==> src/ngs_pkg.sv <==
package ngs_pkg;

  localparam int NGS_STATIONS = 64;
  localparam logic [15:0] NGS_INTERVAL_RESET = 16'd1000;

  localparam int SQ1_K = 26;
  localparam int SQ2_K = 32;
  localparam logic [16:0] METRES_PER_DEG = 17'd111123;
  localparam int DEG_FRAC_BITS = 16;

  localparam logic REQ_WRITE = 1'b0;
  localparam logic REQ_QUERY = 1'b1;

  typedef struct packed {
    logic               active;
    logic signed [23:0] lat;
    logic signed [24:0] lon;
  } station_t;

endpackage

==> src/ngs_station_cell.sv <==
module ngs_station_cell
  import ngs_pkg::*;
(
  input  logic     clk,
  input  logic     rst,
  input  logic     load,
  input  logic     shift,
  input  station_t wr_ent,
  input  station_t nb_ent,
  output station_t ent
);

  logic               active;
  logic signed [23:0] lat;
  logic signed [24:0] lon;

  always_ff @(posedge clk) begin
    if (rst) begin
      active <= 1'b0;
    end else if (load) begin
      active <= wr_ent.active;
    end else if (shift) begin
      active <= nb_ent.active;
    end
  end

  always_ff @(posedge clk) begin
    if (load) begin
      lat <= wr_ent.lat;
      lon <= wr_ent.lon;
    end else if (shift) begin
      lat <= nb_ent.lat;
      lon <= nb_ent.lon;
    end
  end

  assign ent = '{active: active, lat: lat, lon: lon};

endmodule

==> config.mk <==
export PLATFORM = sky130hd
export DESIGN_NAME = ngs_station_cell
export DESIGN_NICKNAME = d
export VERILOG_FILES = /design/src/ngs_pkg.sv /design/src/ngs_station_cell.sv
export SDC_FILE = /design/constraint.sdc
export NUM_CORES = 1
export LEC_CHECK = 0
export BUFFER_PORTS_ARGS = -buffer_cell sky130_fd_sc_hd__buf_4
export CORE_UTILIZATION = 44
export CTS_BUF_LIST = sky130_fd_sc_hd__clkbuf_8
export DETAILED_ROUTE_END_ITERATION = 6
export PLACE_DENSITY = 0.95
export SYNTH_ARGS = -nofsm -noshare
export SYNTH_HDL_FRONTEND = slang
export SYNTH_SLANG_ARGS = --single-unit
==> constraint.sdc <==
create_clock -name clk -period 3 [get_ports clk]
set_clock_uncertainty 0.15 [all_clocks]
set_input_delay 0.3 -clock clk [delete_from_list [all_inputs] [get_ports clk]]
set_output_delay 0.3 -clock clk [all_outputs]
set_load 0.03 [all_outputs]
== After elaboration in Yosys (flattened, before gate mapping) ==
Index checks and enable logic that the tools add are counted.
Widths: inputs -> output; s select.

* Register bits after elaboration: 50
* Input bits: 104
* Logic and storage cells: 10

* Muxes and demuxes: 6
* Reduce and logical (&&, ||, !) cells: 1

{| class="wikitable"
|+ Operators by type and width
! cell !! number
|-
| $mux 25 || 2
|-
| $mux 24 || 2
|-
| $mux 1 || 2
|-
| $reduce_bool 2->1 || 1
|}

== Depth between registers and ports, before layout ==
Gate-level depths: netlist (run 1).

* Depth after elaboration: 2
* Mapped depth: 4
* Depth with buffers taken out: 2

== Worst setup path after synthesis (run 1) ==
Ideal clock, no wire load.

* Path kind: input -> register
* From: input load
* To: register lat[0], enable pin
* Library setup time: 0.409 ns
* Data arrival time: 1.711 ns
* Required time: 2.441 ns
* Path slack: 0.729 ns
* Stages: 3
* Cells stage by stage: buf_6 -> buf_12 -> or2_1

* Word-level cells in the longest chain between the ends: 1

{| class="wikitable"
|+ Ends and longest elaborated chain
! what !! line !! text
|-
| start, declared || ngs_station_cell.sv:6 || <nowiki>input logic load,</nowiki>
|-
| $reduce_bool 2->1 (no line) || -- ||
|-
| end signal, assigned || ngs_station_cell.sv:29 || <nowiki>lat <= wr_ent.lat;</nowiki>
|-
| end signal, assigned || ngs_station_cell.sv:32 || <nowiki>lat <= nb_ent.lat;</nowiki>
|-
| end, declared || ngs_station_cell.sv:14 || <nowiki>logic signed [23:0] lat;</nowiki>
|}

Every way passes these cells.
A chain may end at the register's enable or synchronous reset.

== Worst setup path in the final report (run 1) ==
* From: input load
* To: register lon[2], enable pin

* Word-level cells in the longest chain between the ends: 1

{| class="wikitable"
|+ Ends and longest elaborated chain
! what !! line !! text
|-
| $reduce_bool 2->1 (no line) || -- ||
|-
| end signal, assigned || ngs_station_cell.sv:30 || <nowiki>lon <= wr_ent.lon;</nowiki>
|-
| end signal, assigned || ngs_station_cell.sv:33 || <nowiki>lon <= nb_ent.lon;</nowiki>
|-
| end, declared || ngs_station_cell.sv:15 || <nowiki>logic signed [24:0] lon;</nowiki>
|}

Every way passes these cells.

==> impl_metrics.tcl, run 1 <==
set metrics [dict create \
    clk_latency_ns 0.29 \
    fmax_mhz 570 \
    path_common_cell "buf_4" \
    drtPass1Iterations 4 \
    yosysSeqAreaShare_pct 62.6 \
    tns_ns 0 \
    grt_overflow 0 \
    syn_area_mm2 0.00238 \
    ys_seq_elements 50 \
    grt_max_degree 30 \
    syn-num-nets 215 \
    worst-slew-pin-transition_ns 0.546 \
    ys_warn_count 0 \
    tritoncts "built" \
    start_kind "primary input" \
    die_width_um 75.6 \
    drv_cap 0 \
    endpoint_kind "flop" \
    track_usage_pct 18.8 \
    slew_violations 0 \
    whs_ns 0.142 \
    combPwrFrac_pct 28.8 \
    synth_area_per_cell_um2 21.5 \
    power_frac_seq_pct 49.7 \
    drive_gt1_share_pct 80.3 \
    grt_pass1_vias 1613 \
    fp-row-count 26 \
    nets 372 \
    worst-setup-path-type "primary input to flop" \
    cts_buffer_depth 2 \
    drcViolationCount 0 \
    finalHoldViolCount 0 \
    cts_num_sinks 50 \
    io_pins 154 \
    hold_path_class "primary input to flop" \
    crit_required_ns 2.84 \
    status "finished clean" \
    switching_share_pct 28.0 \
    rsz0062_at_grt "no" \
    grt_pass1_wl_mm 7.51 \
    antenna_cells 0 \
    postRouteAntennaNets 0 \
    slew_headroom_pct 63.6 \
    wl_per_cell_um 16.9 \
    cts_root_buffer "clkbuf_8" \
    die-area_mm2 0.00572 \
    core_area_mm2 0.00517 \
    period_needed_ns 1.76 \
    grt_antenna_before_repair 0 \
    powerDensity_mw_per_mm2 488 \
    fin_crit_sh_pct 58.5 \
    die_y_um 75.6 \
    syn2layout_area_growth_pct 51.8 \
    gp_congestion 0.739 \
    slowest_delay_ns 0.56 \
    ctsResizeCount 0 \
    numPortBuffers 153 \
    start_util_pct 46.1 \
    clk_pin_slew_ns 0.09 \
    n_fill_cell 350 \
    drt-initial-drc-count 77 \
    arrival_ns 1.60 \
    wl_mm 5.73 \
    cp_cell_sequence "buf_4 -> or2_2 -> buf_4" \
    route.detailed.vias_per_inst 4.70 \
    setup_viol 0 \
    dpl.hpwl_mm 4.59 \
    vias 1592 \
    cts_htree_levels 2 \
    crit_fanout 24 \
    synth_cells 111 \
    total_switching_power_w 0.000494 \
    clockPowerShare_pct 21.4 \
    synthDistinctLibCells 12 \
    peakVddDrop_v 0.000228 \
    power.leakage_nw 1.72 \
    p_int_w 0.00127 \
    worst_path_max_delay_cell "or2_2" \
    cts_made_buffers 5 \
]
-- path summary, 6_finish.rpt --
check                  start  endpoint  slack (ns)  cells past startpoint
setup / recovery        load    lon[2]        1.24                      3
hold reg to reg       active    active        0.45                      2
setup reg to reg      active    active        2.15                      2
hold / removal    nb_ent[44]   lat[19]        0.14                      2
-- flip-flops by register name, indices dropped and copies added, names as in the netlist --
signal  flops
active      1
lat        24
lon        25
-- power by group through the flow --
stage,Sequential [W],Clock [W],Combinational [W]
CTS,0.000879,0.000380,0.000514
global placement,0.000890,0,0.000502
detailed placement,0.000895,0,0.000512
floorplan,0.00105,0,0.000131
finish,0.000878,0.000378,0.000509
global route,0.000886,0.000405,0.000535
-- layout by cell type (no fill, tap or decap) --
cell	Yosys	layout
clkbuf_8	0	5
mux2_4	48	48
dfxtp_1	1	1
clkinv_2	0	1
mux2i_1	1	1
clkinvlp_4	0	1
inv_2	1	1
or2_2	0	1
nor2b_2	1	1
mux2_2	1	1
buf_4	1	156
edfxtp_1	49	49
a211oi_2	1	1
dlygate4sd3_1	0	1
clkinv_1	0	1
-- layout make-up --
class                           instances  area, um^2  share of cell area [%]
Timing Repair Buffer                  157        1180                    32.6
Multi-Input combinational cell         53         769                    21.3
Sequential cell                        50        1490                    41.2
Clock buffer                            5        68.8                    1.90
Inverter                                1        3.75                   0.104
Tap cell                               70        87.6                    2.42
Clock inverter                          3        16.3                   0.450
-- per-layer routing --
metal  routed length (um)  global-route usage (%)
met3                  487                    4.76
met4                  167                    7.82
met1                 1880                    18.2
met2                 3190                    37.1
met5                    0                       0
-- cell families after synthesis --
| logic type | share of synthesized area (%) |
|---|---|
| AOI/OAI and AO/OA | 0.525 |
| buffers and inverters | 5.14 |
| DFF | 62.6 |
| muxes | 31.1 |
| and+or+nand+nor | 0.630 |
-- worst max-delay path: cells and delay by family --
kind / cells / cell delay (ns)
and+or+nand+nor: 1 / 0.56
buffers and inverters: 2 / 0.72
-- stage by stage --
step,cell area [um^2],std cells,worst slack (ns),power [W],util (%)
2_1_floorplan,2380,111,0.729,0.00118,-
3_3_place_gp,3520,330,0.934,0.00139,68.1
3_5_place_dp,3520,330,0.899,0.00141,68.1
4_1_cts,3620,339,1.22,0.00177,70.0
5_1_grt,3620,339,1.13,0.00183,70.0
6_report,3620,339,1.24,0.00176,70.0
-- synthesized netlist by cell type (all sizes together) --
cell type	n	share of area [%]
dfxtp	1	0.84
mux2i	1	0.42
edfxtp	49	62
nor2b	1	0.37
buf	7	5.0
a211oi	1	0.52
mux2	49	31
or2	1	0.26
inv	1	0.16
-- timing repair --
action / in CTS / in global routing
hold buffers: 1 / 0
endpoints found under the hold margin: 1 / 0
setup buffers: 0 / 0
(Power assumes the default switching activity.)
==> inputs of run 2 (changes only) <==
clock period = 1.8 ns   (was 3 ns; I/O delays follow)
==> impl_metrics.tcl, run 2 (synthesis results as in run 1) <==
set metrics [dict create \
    worst-slew-pin-transition_ns 0.610 \
    track_usage_pct 19.4 \
    cts_htree_levels 2 \
    cts_made_buffers 5 \
    clk_pin_slew_ns 0.09 \
    combPwrFrac_pct 27.7 \
    setup_viol 0 \
    fmax_mhz 803 \
    crit_family "flip-flops" \
    postRouteAntennaNets 0 \
    period_needed_ns 1.25 \
    numPortBuffers 153 \
    drtPass1Iterations 4 \
    syn2layout_area_growth_pct 53.3 \
    wl_mm 6.07 \
    grt_pass1_wl_mm 7.76 \
    worst-setup-path-type "flop to output port" \
    crit_fanout 1 \
    rsz0062_at_grt "no" \
    power_frac_seq_pct 47.6 \
    grt_antenna_before_repair 0 \
    powerDensity_mw_per_mm2 842 \
    arrival_ns 0.92 \
    start_kind "flop" \
    slew_violations 0 \
    drive_gt1_share_pct 80.7 \
    hold_path_class "primary input to flop" \
    grt_pass1_vias 1517 \
    core_area_mm2 0.00517 \
    cts_root_buffer "clkbuf_8" \
    clk_latency_ns 0.30 \
    antenna_cells 0 \
    path_buf_inv 1 \
    cts_num_sinks 50 \
    worst_path_max_delay_cell "edfxtp_1" \
    p_int_w 0.00226 \
    cp_cell_sequence "buf_4" \
    final_cell_mix "buf_4 (155), edfxtp_1 (49), mux2_4 (48)" \
    top_regs "lon: 25 flops, lat: 24 flops, active: 1 flops" \
    die_width_um 75.6 \
    crit_required_ns 1.47 \
    start_util_pct 46.1 \
    switching_share_pct 26.4 \
    drcViolationCount 0 \
    slew_headroom_pct 59.3 \
    die-area_mm2 0.00572 \
    gp_congestion 0.691 \
    nets 372 \
    largest_reg_flops 25 \
    slowest_delay_ns 0.42 \
    fin_crit_sh_pct 69.2 \
    tns_ns 0 \
    met2_usage_pct 38.3 \
    peakVddDrop_v 0.000398 \
    grt_max_degree 50 \
    tritoncts "built" \
    io_pins 154 \
    final_common_cell "buf_4" \
    finalHoldViolCount 0 \
    grt-busiest-layer "met2" \
    clockPowerShare_pct 24.8 \
    rrSetupSlack_ns 0.91 \
    wl_per_cell_um 17.9 \
    power.leakage_nw 1.74 \
    drv_cap 0 \
    status "finished clean" \
    vias 1609 \
    total_switching_power_w 0.000813 \
    whs_ns 0.0236 \
    die_y_um 75.6 \
    endpoint_kind "output port" \
    use_met1_pct 17.8 \
    drt-initial-drc-count 85 \
    grt_overflow 0 \
    route.detailed.vias_per_inst 4.75 \
    grt_use_met3_pct 6.61 \
    fp-row-count 26 \
    top_register "lon" \
    cts_buffer_depth 2 \
]
==> run 2: cell types whose count changed in the layout (fill, tap and decap cells not counted), sizes merged <==
cell      change
clkinvlp      -1
bufinv        +1
==> run 2: through the flow <==
stage / utilization (%) / power [W] / cell area, um^2 / instances / worst slack [ns]
floorplan: - / 0.00197 / 2380 / 111 / 0.130
detailed placement: 68.4 / 0.00234 / 3540 / 330 / 0.364
global route: 70.7 / 0.00318 / 3650 / 339 / 0.549
finish: 70.7 / 0.00308 / 3650 / 339 / 0.555
global placement: 68.4 / 0.00232 / 3540 / 330 / 0.383
CTS: 70.7 / 0.00309 / 3650 / 339 / 0.579
==> run 2: layout make-up <==
type | count | area [um^2]
fill | 348 | 1520
clock inverter | 3 | 40.0
clock buffer | 5 | 68.8
multi-input combinational | 53 | 769
tap | 70 | 87.6
sequential | 50 | 1490
inverter | 1 | 3.75
timing repair buffer | 157 | 1190
==> run 2: repair_timing <==
item                       in CTS  in global routing
hold endpoints to repair        1                  0
setup endpoints to repair       0                  0
setup buffers                   0                  0
resized for setup               0                  0
hold buffers                    1                  0
==> run 2: per-layer routing <==
| metal | wire (um) | up-vias | share of wire, % |
|---|---|---|---|
| li1 | - | 739 | - |
| met1 | 1930 | 761 | 32 |
| met2 | 3420 | 93 | 56 |
| met3 | 533 | 16 | 8.8 |
| met4 | 179 | 0 | 2.9 |
| met5 | 0 | - | 0 |
==> run 2: path summary, 6_finish.rpt <==
path,from,end,cells after the start
hold / removal,nb_ent[3],lon[3],2
setup reg to reg,active,active,2
setup / recovery,lat[21],ent[46],1
hold reg to reg,active,active,2
==> run 2: power groups by stage <==
stage / Sequential, W / Combinational (W) / Clock, W
3_5_place_dp: 0.00149 / 0.000853 / 0
5_1_grt: 0.00147 / 0.000891 / 0.000809
3_3_place_gp: 0.00148 / 0.000837 / 0
2_1_floorplan: 0.00175 / 0.000219 / 0
6_report: 0.00146 / 0.000851 / 0.000762
4_1_cts: 0.00146 / 0.000858 / 0.000768
