**src/ngs_sqrt_cell.sv**
```systemverilog
module ngs_sqrt_cell #(
  parameter int K  = 26,
  parameter int TW = 8
) (
  input  logic            clk,
  input  logic            rst,
  input  logic            in_vld,
  input  logic [K+1:0]    in_rem,
  input  logic [K-1:0]    in_root,
  input  logic [2*K-1:0]  in_rad,
  input  logic [TW-1:0]   in_tag,
  output logic            out_vld,
  output logic [K+1:0]    out_rem,
  output logic [K-1:0]    out_root,
  output logic [2*K-1:0]  out_rad,
  output logic [TW-1:0]   out_tag
);

  logic [K+3:0] rem_s;
  logic [K+3:0] trial;
  logic         fits;

  assign rem_s = {in_rem, in_rad[2*K-1:2*K-2]};
  assign trial = {2'b00, in_root, 2'b01};
  assign fits  = (rem_s >= trial);

  always_ff @(posedge clk) begin
    if (rst) begin
      out_vld <= 1'b0;
    end else begin
      out_vld <= in_vld;
    end
  end

  always_ff @(posedge clk) begin
    out_rad <= {in_rad[2*K-3:0], 2'b00};
    out_tag <= in_tag;
    if (fits) begin
      out_rem  <= (K+2)'(rem_s - trial);
      out_root <= {in_root[K-2:0], 1'b1};
    end else begin
      out_rem  <= (K+2)'(rem_s);
      out_root <= {in_root[K-2:0], 1'b0};
    end
  end

endmodule

```
**config.mk**
```make
export PLATFORM = sky130hd
export DESIGN_NAME = ngs_sqrt_cell
export DESIGN_NICKNAME = d
export VERILOG_FILES = /design/src/ngs_sqrt_cell.sv
export SDC_FILE = /design/constraint.sdc
export NUM_CORES = 1
export LEC_CHECK = 0
export ABC_AREA = 1
export BUFFER_PORTS_ARGS = -buffer_cell sky130_fd_sc_hd__clkbuf_2
export CELL_PAD_IN_SITES_DETAIL_PLACEMENT = 0
export CELL_PAD_IN_SITES_GLOBAL_PLACEMENT = 1
export CORE_MARGIN = 2
export CORE_UTILIZATION = 29
export CTS_CLUSTER_SIZE = 24
export DETAILED_ROUTE_END_ITERATION = 10
export GPL_TIMING_DRIVEN = 0
export PLACE_DENSITY_LB_ADDON = 0.1
export RECOVER_POWER = 25
export SLEW_MARGIN = 20
export SYNTH_ARGS = -nofsm -noshare
export SYNTH_HDL_FRONTEND = slang
export SYNTH_SLANG_ARGS = --single-unit
export TNS_END_PERCENT = 50
```
**constraint.sdc**
```tcl
create_clock -name clk -period 1.8 [get_ports clk]
set_clock_uncertainty 0.05 [all_clocks]
set_input_delay 0.18 -clock clk [delete_from_list [all_inputs] [get_ports clk]]
set_output_delay 0.18 -clock clk [all_outputs]
set_load 0.02 [all_outputs]
```
==> After elaboration in Yosys (flattened, before gate mapping) <==
Cells that the tools add are included.
{ "totals": {"reg_bits": 113, "in_bits": 117, "elab_cells": 9} }
{ "op_classes": {"add_sub_neg": 1, "magnitude_cmp": 1, "muxes": 2} }
{ "ops": {"columns": ["operator", "count"], "rows": [
  [">= comparator 30 x 28 -> 1 bit", 1],
  ["two-way mux 28 bit", 1],
  ["subtractor 28 bit", 1],
  ["two-way mux 1 bit", 1]
]} }

==> Depth between registers and ports, before layout <==
Gate-level depths: netlist of the first run.
{ "depth": {"depth_word": 2, "ltp_mapped": 16} }

==> Least setup slack after synthesis of the first run <==
OpenSTA, ideal clock, no wires.
{ "synth_path": {"path_type": "input to register", "from": "input port in_root[9]", "to": "register out_rem[21]", "setup_time_ns": 0.113, "arrival_time_ns": 1.539, "slack_ns": 0.098, "path_stages": 12, "n_path_buf": 2, "path_cell_list": "inv_1 ha_1 nand2_2 nor2_4 nand2_2 nor2_2 nand3_1 and3_1 buf_6 buf_12 nand3_2 nand2_1"} }
{ "synth_between": {"elab_chain_cells": 2, "word_cells_on_any_way": 3} }
{ "synth_lines": {"columns": ["item", "line", "text"], "rows": [
  ["start: declaration", "9", "input logic [K-1:0] in_root,"],
  ["subtractor 28 bit / >= comparator 30 x 28 -> 1 bit (equally long branches)", "39, 25", null],
  ["two-way mux 28 bit (*)", "38", "if (fits) begin"],
  ["end signal: assignment", "39", "out_rem <= (K+2)'(rem_s - trial);"],
  ["end signal: assignment", "42", "out_rem <= (K+2)'(rem_s);"],
  ["end: declaration", "13", "output logic [K+1:0] out_rem,"]
]} }
Mark *: on every way between the ends. The rest lies on a longest branch, timed or not.
A chain may end at the register's enable or synchronous reset.

==> Final worst setup path of the first run <==
{ "layout_path": {"from": "input port in_root[9]", "to": "register out_rem[0]"} }
{ "layout_between": {"elab_chain_cells": 2} }
{ "layout_lines": {"columns": ["item", "line", "text"], "rows": [
  [">= comparator 30 x 28 -> 1 bit", "25", "assign fits = (rem_s >= trial);"],
  ["two-way mux 28 bit", "38", null]
]} }
No other way between the ends.

==> metrics.txt, run 1 <==
# TYPE chip_impl_metric gauge
chip_impl_metric{name="post-route-drc-count",unit=""} 0
chip_impl_metric{name="static_leak",unit="nW"} 4.621
chip_impl_metric{name="route.detailed.vias_per_inst",unit=""} 4.106
chip_impl_metric{name="placed_area",unit="sq um"} 6546
chip_impl_info{name="worstSetupStartpointType",value="input port"} 1
chip_impl_metric{name="report.final.slew_viol_count",unit=""} 0
chip_impl_info{name="synth_top_cell_by_area",value="dfxtp_1"} 1
chip_impl_metric{name="critical_path_arrival",unit="ns"} 1.89
chip_impl_metric{name="critical_path_peak_fanout",unit=""} 10
chip_impl_metric{name="globalplace.congestion",unit=""} 0.8294
chip_impl_metric{name="critPathRequiredTime",unit="ns"} 2.05
chip_impl_metric{name="dr_total_vias",unit=""} 5251
chip_impl_info{name="cts_tree",value="done"} 1
chip_impl_metric{name="ys_types",unit=""} 35
chip_impl_metric{name="finalSetupViolCount",unit=""} 0
chip_impl_metric{name="detail_route.wirelength",unit="um"} 17460
chip_impl_info{name="crit_chain",value="clkbuf_2, inv_1, ha_1, nand2_2, nor2_4, nand2_2, nor2_2, nand3_1, and3_1, buf_6, buf_12, nand3_2, nand2_1"} 1
chip_impl_metric{name="synthesis.area",unit="sq um"} 5115
chip_impl_metric{name="die_h",unit="um"} 136.8
chip_impl_metric{name="global_route.usage.total",unit=""} 0.1916
chip_impl_metric{name="yosysWarningCount",unit=""} 0
chip_impl_metric{name="fin_nets",unit=""} 1186
chip_impl_metric{name="stdcell_area",unit="sq um"} 8280
chip_impl_metric{name="n_antenna_cell",unit=""} 0
chip_impl_metric{name="clock_tree.buffer_depth",unit=""} 2
chip_impl_metric{name="syn-mean-instance-area",unit="sq um"} 7.511
chip_impl_metric{name="seq_area_frac_synth",unit=""} 0.4423
chip_impl_info{name="grt_setup_unrepaired",value="yes"} 1
chip_impl_metric{name="syn_to_final_growth",unit="%"} 61.89
chip_impl_metric{name="antenna_found_initial",unit=""} 0
chip_impl_metric{name="drtPass1Iterations",unit=""} 4
chip_impl_metric{name="core",unit="sq um"} 17300
chip_impl_metric{name="flops_latches_synth",unit=""} 113
chip_impl_metric{name="total_power_per_unit_cell_area",unit="nW/um^2"} 959.6
chip_impl_info{name="synth_top_cells_by_area",value="dfxtp_1 (44%), nand2_1 (16%), inv_1 (10%), ha_1 (6.8%), nand3_1 (4.3%)"} 1
chip_impl_metric{name="ys_async_sr_fraction",unit=""} 0
chip_impl_info{name="worst_setup_path_start",value="in_root[9]"} 1
chip_impl_info{name="cell_family_with_the_largest_share_of_critical_path_delay",value="simple AND/OR/NAND/NOR gates"} 1
chip_impl_metric{name="worst_setup_hold_path_clk_slew",unit="ns"} 0.06
chip_impl_info{name="timing.hold.worst.class",value="in2reg"} 1
chip_impl_metric{name="yosys.area.top_type_share",unit=""} 0.4423
chip_impl_info{name="cts_root_buffer",value="clkbuf_16"} 1
chip_impl_metric{name="grt_start_max_net_pins",unit=""} 17
chip_impl_metric{name="cts_htree_levels",unit=""} 4
chip_impl_metric{name="first_pass_grt_wire_length",unit="um"} 27020
chip_impl_metric{name="total_number_of_cells_along_the_worst_setup_path",unit=""} 13
chip_impl_info{name="crit_path_end",value="out_rem[0]"} 1
chip_impl_metric{name="first_global_vias",unit=""} 5298
chip_impl_info{name="run_status",value="finished, final reports clean"} 1
chip_impl_metric{name="timing.final.hold_violations",unit=""} 0
chip_impl_metric{name="initial_utilization",unit=""} 0.2957
chip_impl_metric{name="grt-ovfl-total",unit=""} 0
chip_impl_metric{name="synth_enable_flop_cells",unit=""} 0
chip_impl_info{name="cpMaxStageDelayCell",value="ha_1"} 1
chip_impl_metric{name="final_antenna_net_count",unit=""} 0
chip_impl_info{name="synth_ff_type",value="dfxtp_1"} 1
chip_impl_metric{name="wire_per_inst",unit="um"} 13.65
chip_impl_metric{name="syn-instance-count",unit=""} 681
chip_impl_info{name="crit_type",value="in2reg"} 1
chip_impl_metric{name="io_pins",unit=""} 232
chip_impl_metric{name="num_rows",unit=""} 48
chip_impl_metric{name="placement.io_buffers",unit=""} 229
chip_impl_metric{name="cp.buffers_inverters",unit=""} 4
chip_impl_metric{name="detailedPlacementHpwl",unit="um"} 13510
chip_impl_info{name="crit_path_end_kind",value="flip-flop"} 1
chip_impl_metric{name="numCtsBuffers",unit=""} 17
chip_impl_metric{name="layout-drive-gt1-share",unit=""} 0.3008
chip_impl_metric{name="power.ir.vdd_worst",unit="V"} 0.0006034
chip_impl_info{name="crit_top_cell",value="nand2_2"} 1
chip_impl_metric{name="floorplan.die.width",unit="um"} 136.8
chip_impl_metric{name="clkSinkCount",unit=""} 113
chip_impl_metric{name="period_share",unit=""} 0.9097
chip_impl_metric{name="maxCapViolCount",unit=""} 0
chip_impl_metric{name="fmax",unit="GHz"} 0.6107
chip_impl_metric{name="biggest_cell_delay_along_the_critical_path",unit="ns"} 0.36
chip_impl_metric{name="die_area",unit="sq um"} 18720
chip_impl_metric{name="drt_iter0_drc",unit=""} 217
chip_impl_metric{name="dp_worst_setup_slack",unit="ns"} -0.3492
chip_impl_metric{name="setup_slack",unit="ns"} 0.1626
chip_impl_metric{name="period_minus_slack",unit="ns"} 1.637
-- registers in the layout (all words and copies together), names as in the netlist --
signal	cells
out_root	26
out_rem	28
out_vld	1
out_rad	50
out_tag	8
-- what timing repair did --
item,in CTS,in global routing
buffers inserted,0,0
gates resized for setup,0,14
hold buffers,111,0
endpoints found under the setup margin,0,22
endpoints found under the hold margin,110,0
-- layer usage --
layer | vias up | share of wire | wire [um] | GRT usage
met4 | 0 | 0.019 | 326 | 0.06758
met5 | - | 0 | 0 | 0
met2 | 172 | 0.47 | 8274 | 0.3281
met3 | 21 | 0.063 | 1095 | 0.04778
li1 | 2785 | - | - | -
met1 | 2273 | 0.44 | 7763 | 0.2330
-- placed cells by master, fill, tap and decap left out, types with 5 or more instances in the layout --
cell,instances
nor2_1,22
nand4_1,10
nor2_2,8
nand3_2,19
nand2_2,8
nand2_1,217
clkbuf_2,227
ha_1,24
inv_1,143
clkbuf_16,17
o21ai_0,11
inv_6,5
dfxtp_1,113
nand3_1,44
dlygate4sd3_1,111
a21oi_1,12
xor2_1,11
inv_8,5
-- worst min-delay path by stage --
stage / endpoint / from / cells after the start
CTS: out_rem[0] / in_rad[50] / 3
finish: out_rem[0] / in_rad[50] / 3
global placement: out_rad[36] / in_rad[34] / 1
floorplan: out_rad[10] / in_rad[8] / 0
global route: out_rem[0] / in_rad[50] / 3
detailed placement: out_rad[44] / in_rad[42] / 1
-- stage by stage --
stage / util / std cells / total power, mW / hold WS, ns / TNS [ns]
4_1_cts: 0.4766 / 1279 / 8.046 / 0.06060 / 0
3_3_place_gp: 0.3785 / 1136 / 4.437 / 0.2324 / -9.166
6_report: 0.4787 / 1279 / 7.946 / 0.05927 / 0
2_1_floorplan: - / 682 / 3.834 / 0.1577 / 0
5_1_grt: 0.4787 / 1279 / 8.378 / 0.06600 / -0.04129
3_5_place_dp: 0.3785 / 1136 / 4.436 / 0.2340 / -8.156
-- logic make-up (layout without fill, tap and decap cells) --
kind of cell / count (synthesis) / in the layout / synth area share
other: 1 / 2 / 0.0007332
AOI/OAI and AO/OA: 25 / 25 / 0.02544
buffers and inverters: 155 / 527 / 0.1284
xor gates and xnor gates: 12 / 12 / 0.02055
and+or+nand+nor: 347 / 347 / 0.3141
DFF: 113 / 113 / 0.4423
adders and majority gates: 28 / 28 / 0.06849
-- Yosys cell counts (all sizes together), types with 2 or more instances --
library cell and count:
and2 2, nand3 63, nor3 3, nand4 10
ha 28, xor2 11, nand3b 4, nand2 228
clkbuf 2, dfxtp 113, buf 8, nor2 34
a21oi 12, o21ai 11, inv 144
-- report_power, final --
| group | internal (mW) | switching (mW) | leakage (nW) |
|---|---|---|---|
| clock | 1.97 | 1.40 | 0.281 |
| sequential | 2.73 | 0.0605 | 0.953 |
| combinational | 0.715 | 1.07 | 3.39 |
-- area by class of cell --
| class | instances | area, sq um |
|---|---|---|
| Inverter | 145 | 544.3 |
| Timing Repair Buffer | 340 | 2255 |
| Clock buffer | 17 | 425.4 |
| Tap cell | 225 | 281.5 |
| Clock inverter | 15 | 161.4 |
| Sequential cell | 113 | 2262 |
| Multi-Input combinational cell | 414 | 2235 |
| Fill cell | 1766 | 9016 |
| Buffer | 10 | 116.4 |
No activity file was read; power rests on OpenSTA's default activity.
==> run 2: changes to the inputs <==
--- a/config.mk
+++ b/config.mk
@@ -11,10 +11,11 @@
 export CELL_PAD_IN_SITES_GLOBAL_PLACEMENT = 1
 export CORE_MARGIN = 2
 export CORE_UTILIZATION = 29
+export CTS_CLUSTER_DIAMETER = 120
 export CTS_CLUSTER_SIZE = 24
 export DETAILED_ROUTE_END_ITERATION = 10
 export GPL_TIMING_DRIVEN = 0
-export PLACE_DENSITY_LB_ADDON = 0.1
+export PLACE_DENSITY = 0.83
 export RECOVER_POWER = 25
 export SLEW_MARGIN = 20
 export SYNTH_ARGS = -nofsm -noshare
==> run 2 against run 1 <==
  * Power about the same
  * Final area up 1.1%
  * Fmax down 2.6%
  * First-iteration DRC count down 29%
  * Sequential share of layout area down 0.30 points
  * Worst setup slack worse by 0.044 ns
  * Non-clock buffer count unchanged
  * Critical path depth up 1
  * Clock power about the same
  * Global-route usage down 1.5 points
  * Flip-flop and latch count unchanged
  * Final cell count unchanged
==> metrics.txt, run 2 (synthesis results as in run 1) <==
# TYPE chip_impl_metric gauge
chip_impl_metric{name="io_pins",unit=""} 232
chip_impl_metric{name="maxCapViolCount",unit=""} 0
chip_impl_metric{name="syn_to_final_growth",unit="%"} 63.67
chip_impl_metric{name="drt_iter0_drc",unit=""} 153
chip_impl_metric{name="numCtsBuffers",unit=""} 17
chip_impl_info{name="cts_tree",value="done"} 1
chip_impl_metric{name="finalSetupViolCount",unit=""} 0
chip_impl_metric{name="core",unit="sq um"} 17300
chip_impl_metric{name="global_route.usage.met2",unit=""} 0.3111
chip_impl_info{name="crit_type",value="in2reg"} 1
chip_impl_metric{name="placedCellCount",unit=""} 1136
chip_impl_metric{name="period_minus_slack",unit="ns"} 1.682
chip_impl_info{name="timing.hold.worst.class",value="in2reg"} 1
chip_impl_metric{name="detail_route.wirelength",unit="um"} 16890
chip_impl_metric{name="finished_core_util",unit=""} 0.4840
chip_impl_metric{name="period_share",unit=""} 0.9342
chip_impl_metric{name="initial_utilization",unit=""} 0.2957
chip_impl_metric{name="fmax",unit="GHz"} 0.5947
chip_impl_info{name="cts_root_buffer",value="clkbuf_16"} 1
chip_impl_metric{name="report.final.slew_viol_count",unit=""} 0
chip_impl_info{name="layout.cells.most_common",value="clkbuf_2"} 1
chip_impl_metric{name="clock_tree.buffer_depth",unit=""} 2
chip_impl_info{name="cpMaxStageDelayCell",value="ha_1"} 1
chip_impl_metric{name="global_route.usage.total",unit=""} 0.1770
chip_impl_metric{name="total_number_of_cells_along_the_worst_setup_path",unit=""} 14
chip_impl_metric{name="wire_per_inst",unit="um"} 13.21
chip_impl_metric{name="total_power_per_unit_cell_area",unit="nW/um^2"} 950.1
chip_impl_metric{name="cts_htree_levels",unit=""} 4
chip_impl_metric{name="floorplan.die.width",unit="um"} 136.8
chip_impl_info{name="crit_path_end_kind",value="flip-flop"} 1
chip_impl_metric{name="use_met1",unit=""} 0.2084
chip_impl_metric{name="final.fill_count",unit=""} 1692
chip_impl_metric{name="setup_slack",unit="ns"} 0.1184
chip_impl_info{name="largestRegisters",value="out_rad (50), out_rem (28), out_root (26)"} 1
chip_impl_metric{name="multi_input_area",unit="sq um"} 2320
chip_impl_metric{name="setup_tns",unit="ns"} 0
chip_impl_metric{name="seqCellArea",unit="sq um"} 2262
chip_impl_metric{name="critPathRequiredTime",unit="ns"} 2.10
chip_impl_metric{name="static_leak",unit="nW"} 4.627
chip_impl_info{name="run_status",value="finished, final reports clean"} 1
chip_impl_metric{name="grt_use_met3",unit=""} 0.04556
chip_impl_info{name="crit_path_end",value="out_rem[24]"} 1
chip_impl_info{name="register_with_the_most_flip_flops",value="out_rad"} 1
chip_impl_metric{name="power.ir.vdd_worst",unit="V"} 0.0006384
chip_impl_metric{name="num_rows",unit=""} 48
chip_impl_metric{name="drtPass1Iterations",unit=""} 4
chip_impl_metric{name="fin_cells",unit=""} 1279
chip_impl_info{name="cell_family_with_the_largest_share_of_critical_path_delay",value="simple AND/OR/NAND/NOR gates"} 1
chip_impl_metric{name="cp.buffers_inverters",unit=""} 6
chip_impl_metric{name="first_pass_grt_wire_length",unit="um"} 25210
chip_impl_metric{name="biggest_cell_delay_along_the_critical_path",unit="ns"} 0.39
chip_impl_metric{name="die_h",unit="um"} 136.8
chip_impl_metric{name="dr_total_vias",unit=""} 5328
chip_impl_info{name="mostFrequentLayoutCells",value="clkbuf_2 (229), nand2_1 (216), inv_1 (143)"} 1
chip_impl_info{name="gr-max-usage-layer",value="met2"} 1
chip_impl_metric{name="critical_path_peak_fanout",unit=""} 10
chip_impl_metric{name="n_antenna_cell",unit=""} 0
chip_impl_metric{name="first_global_vias",unit=""} 5185
chip_impl_metric{name="clkSinkCount",unit=""} 113
chip_impl_metric{name="largest_register_ffs",unit=""} 50
chip_impl_metric{name="placement.io_buffers",unit=""} 229
chip_impl_metric{name="timing.final.hold_violations",unit=""} 0
chip_impl_metric{name="post-route-drc-count",unit=""} 0
chip_impl_metric{name="final_antenna_net_count",unit=""} 0
chip_impl_metric{name="layout-drive-gt1-share",unit=""} 0.3112
chip_impl_metric{name="dp_worst_setup_slack",unit="ns"} -0.3634
chip_impl_metric{name="antenna_found_initial",unit=""} 0
chip_impl_metric{name="route.detailed.vias_per_inst",unit=""} 4.166
chip_impl_info{name="crit_chain",value="clkbuf_2, inv_1, ha_1, nand2_2, buf_4, nor2_4, inv_2, nor3_1, nand2_1, nand3_2, buf_8, buf_12, nand3_2, nand2_1"} 1
chip_impl_info{name="worst_setup_path_start",value="in_root[22]"} 1
chip_impl_metric{name="critical_path_arrival",unit="ns"} 1.98
chip_impl_metric{name="fin_nets",unit=""} 1186
chip_impl_metric{name="grt_start_max_net_pins",unit=""} 17
chip_impl_metric{name="globalplace.congestion",unit=""} 0.8766
chip_impl_metric{name="die_area",unit="sq um"} 18720
chip_impl_metric{name="worst_setup_hold_path_clk_slew",unit="ns"} 0.05
chip_impl_metric{name="grt-ovfl-total",unit=""} 0
chip_impl_metric{name="detailedPlacementHpwl",unit="um"} 12670
chip_impl_info{name="worstSetupStartpointType",value="input port"} 1
-- run 2: cell types whose count changed in the layout (fill, tap and decap cells not counted), moves of 2 or more --
cell	delta
clkbuf_1	-2
clkbuf_2	+2
clkinv_2	+2
clkinv_4	+2
ha_1	-8
ha_2	+2
ha_4	+6
inv_8	-5
nor2_2	-2
-- run 2: routing by layer --
| layer | vias to the layer above | wire length, um | part of all wire |
|---|---|---|---|
| met5 | - | 0 | 0 |
| met4 | 0 | 367 | 0.022 |
| met3 | 23 | 1252 | 0.074 |
| met2 | 171 | 8020 | 0.47 |
| met1 | 2343 | 7252 | 0.43 |
| li1 | 2791 | - | - |
-- run 2: timing repair --
action                                  4_1_cts  5_1_grt
hold endpoints to repair                    109        0
resized for setup                             0       24
setup buffers                                 0        1
hold buffers                                110        0
endpoints found under the setup margin        0       16
-- run 2: layout make-up --
class / count / area share
multi-input combinational: 414 / 0.2771
sequential: 113 / 0.2702
timing repair buffer: 340 / 0.2693
inverter: 145 / 0.06501
clock buffer: 18 / 0.05246
tap: 225 / 0.03363
clock inverter: 14 / 0.01838
buffer: 10 / 0.01390
-- run 2: where the power goes --
part / internal (mW) / leakage, nW / switching (mW)
clock network: 2.09 / 0.284 / 1.26
registers: 2.73 / 0.953 / 0.0596
logic: 0.737 / 3.39 / 1.07
-- run 2: stage by stage --
stage	cell area, sq um	hold slack, ns	total power [mW]
6_report	8372	0.05968	7.954
5_1_grt	8372	0.08423	8.356
4_1_cts	8240	0.04992	8.027
3_5_place_dp	6546	0.2339	4.420
3_3_place_gp	6546	0.2325	4.412
2_1_floorplan	5119	0.1577	3.834
-- run 2: how the worst min path moves through the flow --
stage,start,end,depth (start not counted)
CTS,in_rem[13],out_rem[15],3
global route,in_rad[50],out_rem[0],3
global placement,in_rad[6],out_rad[8],1
detailed placement,in_rad[23],out_rad[25],1
finish,in_rad[50],out_rem[0],3
floorplan,in_rad[8],out_rad[10],0
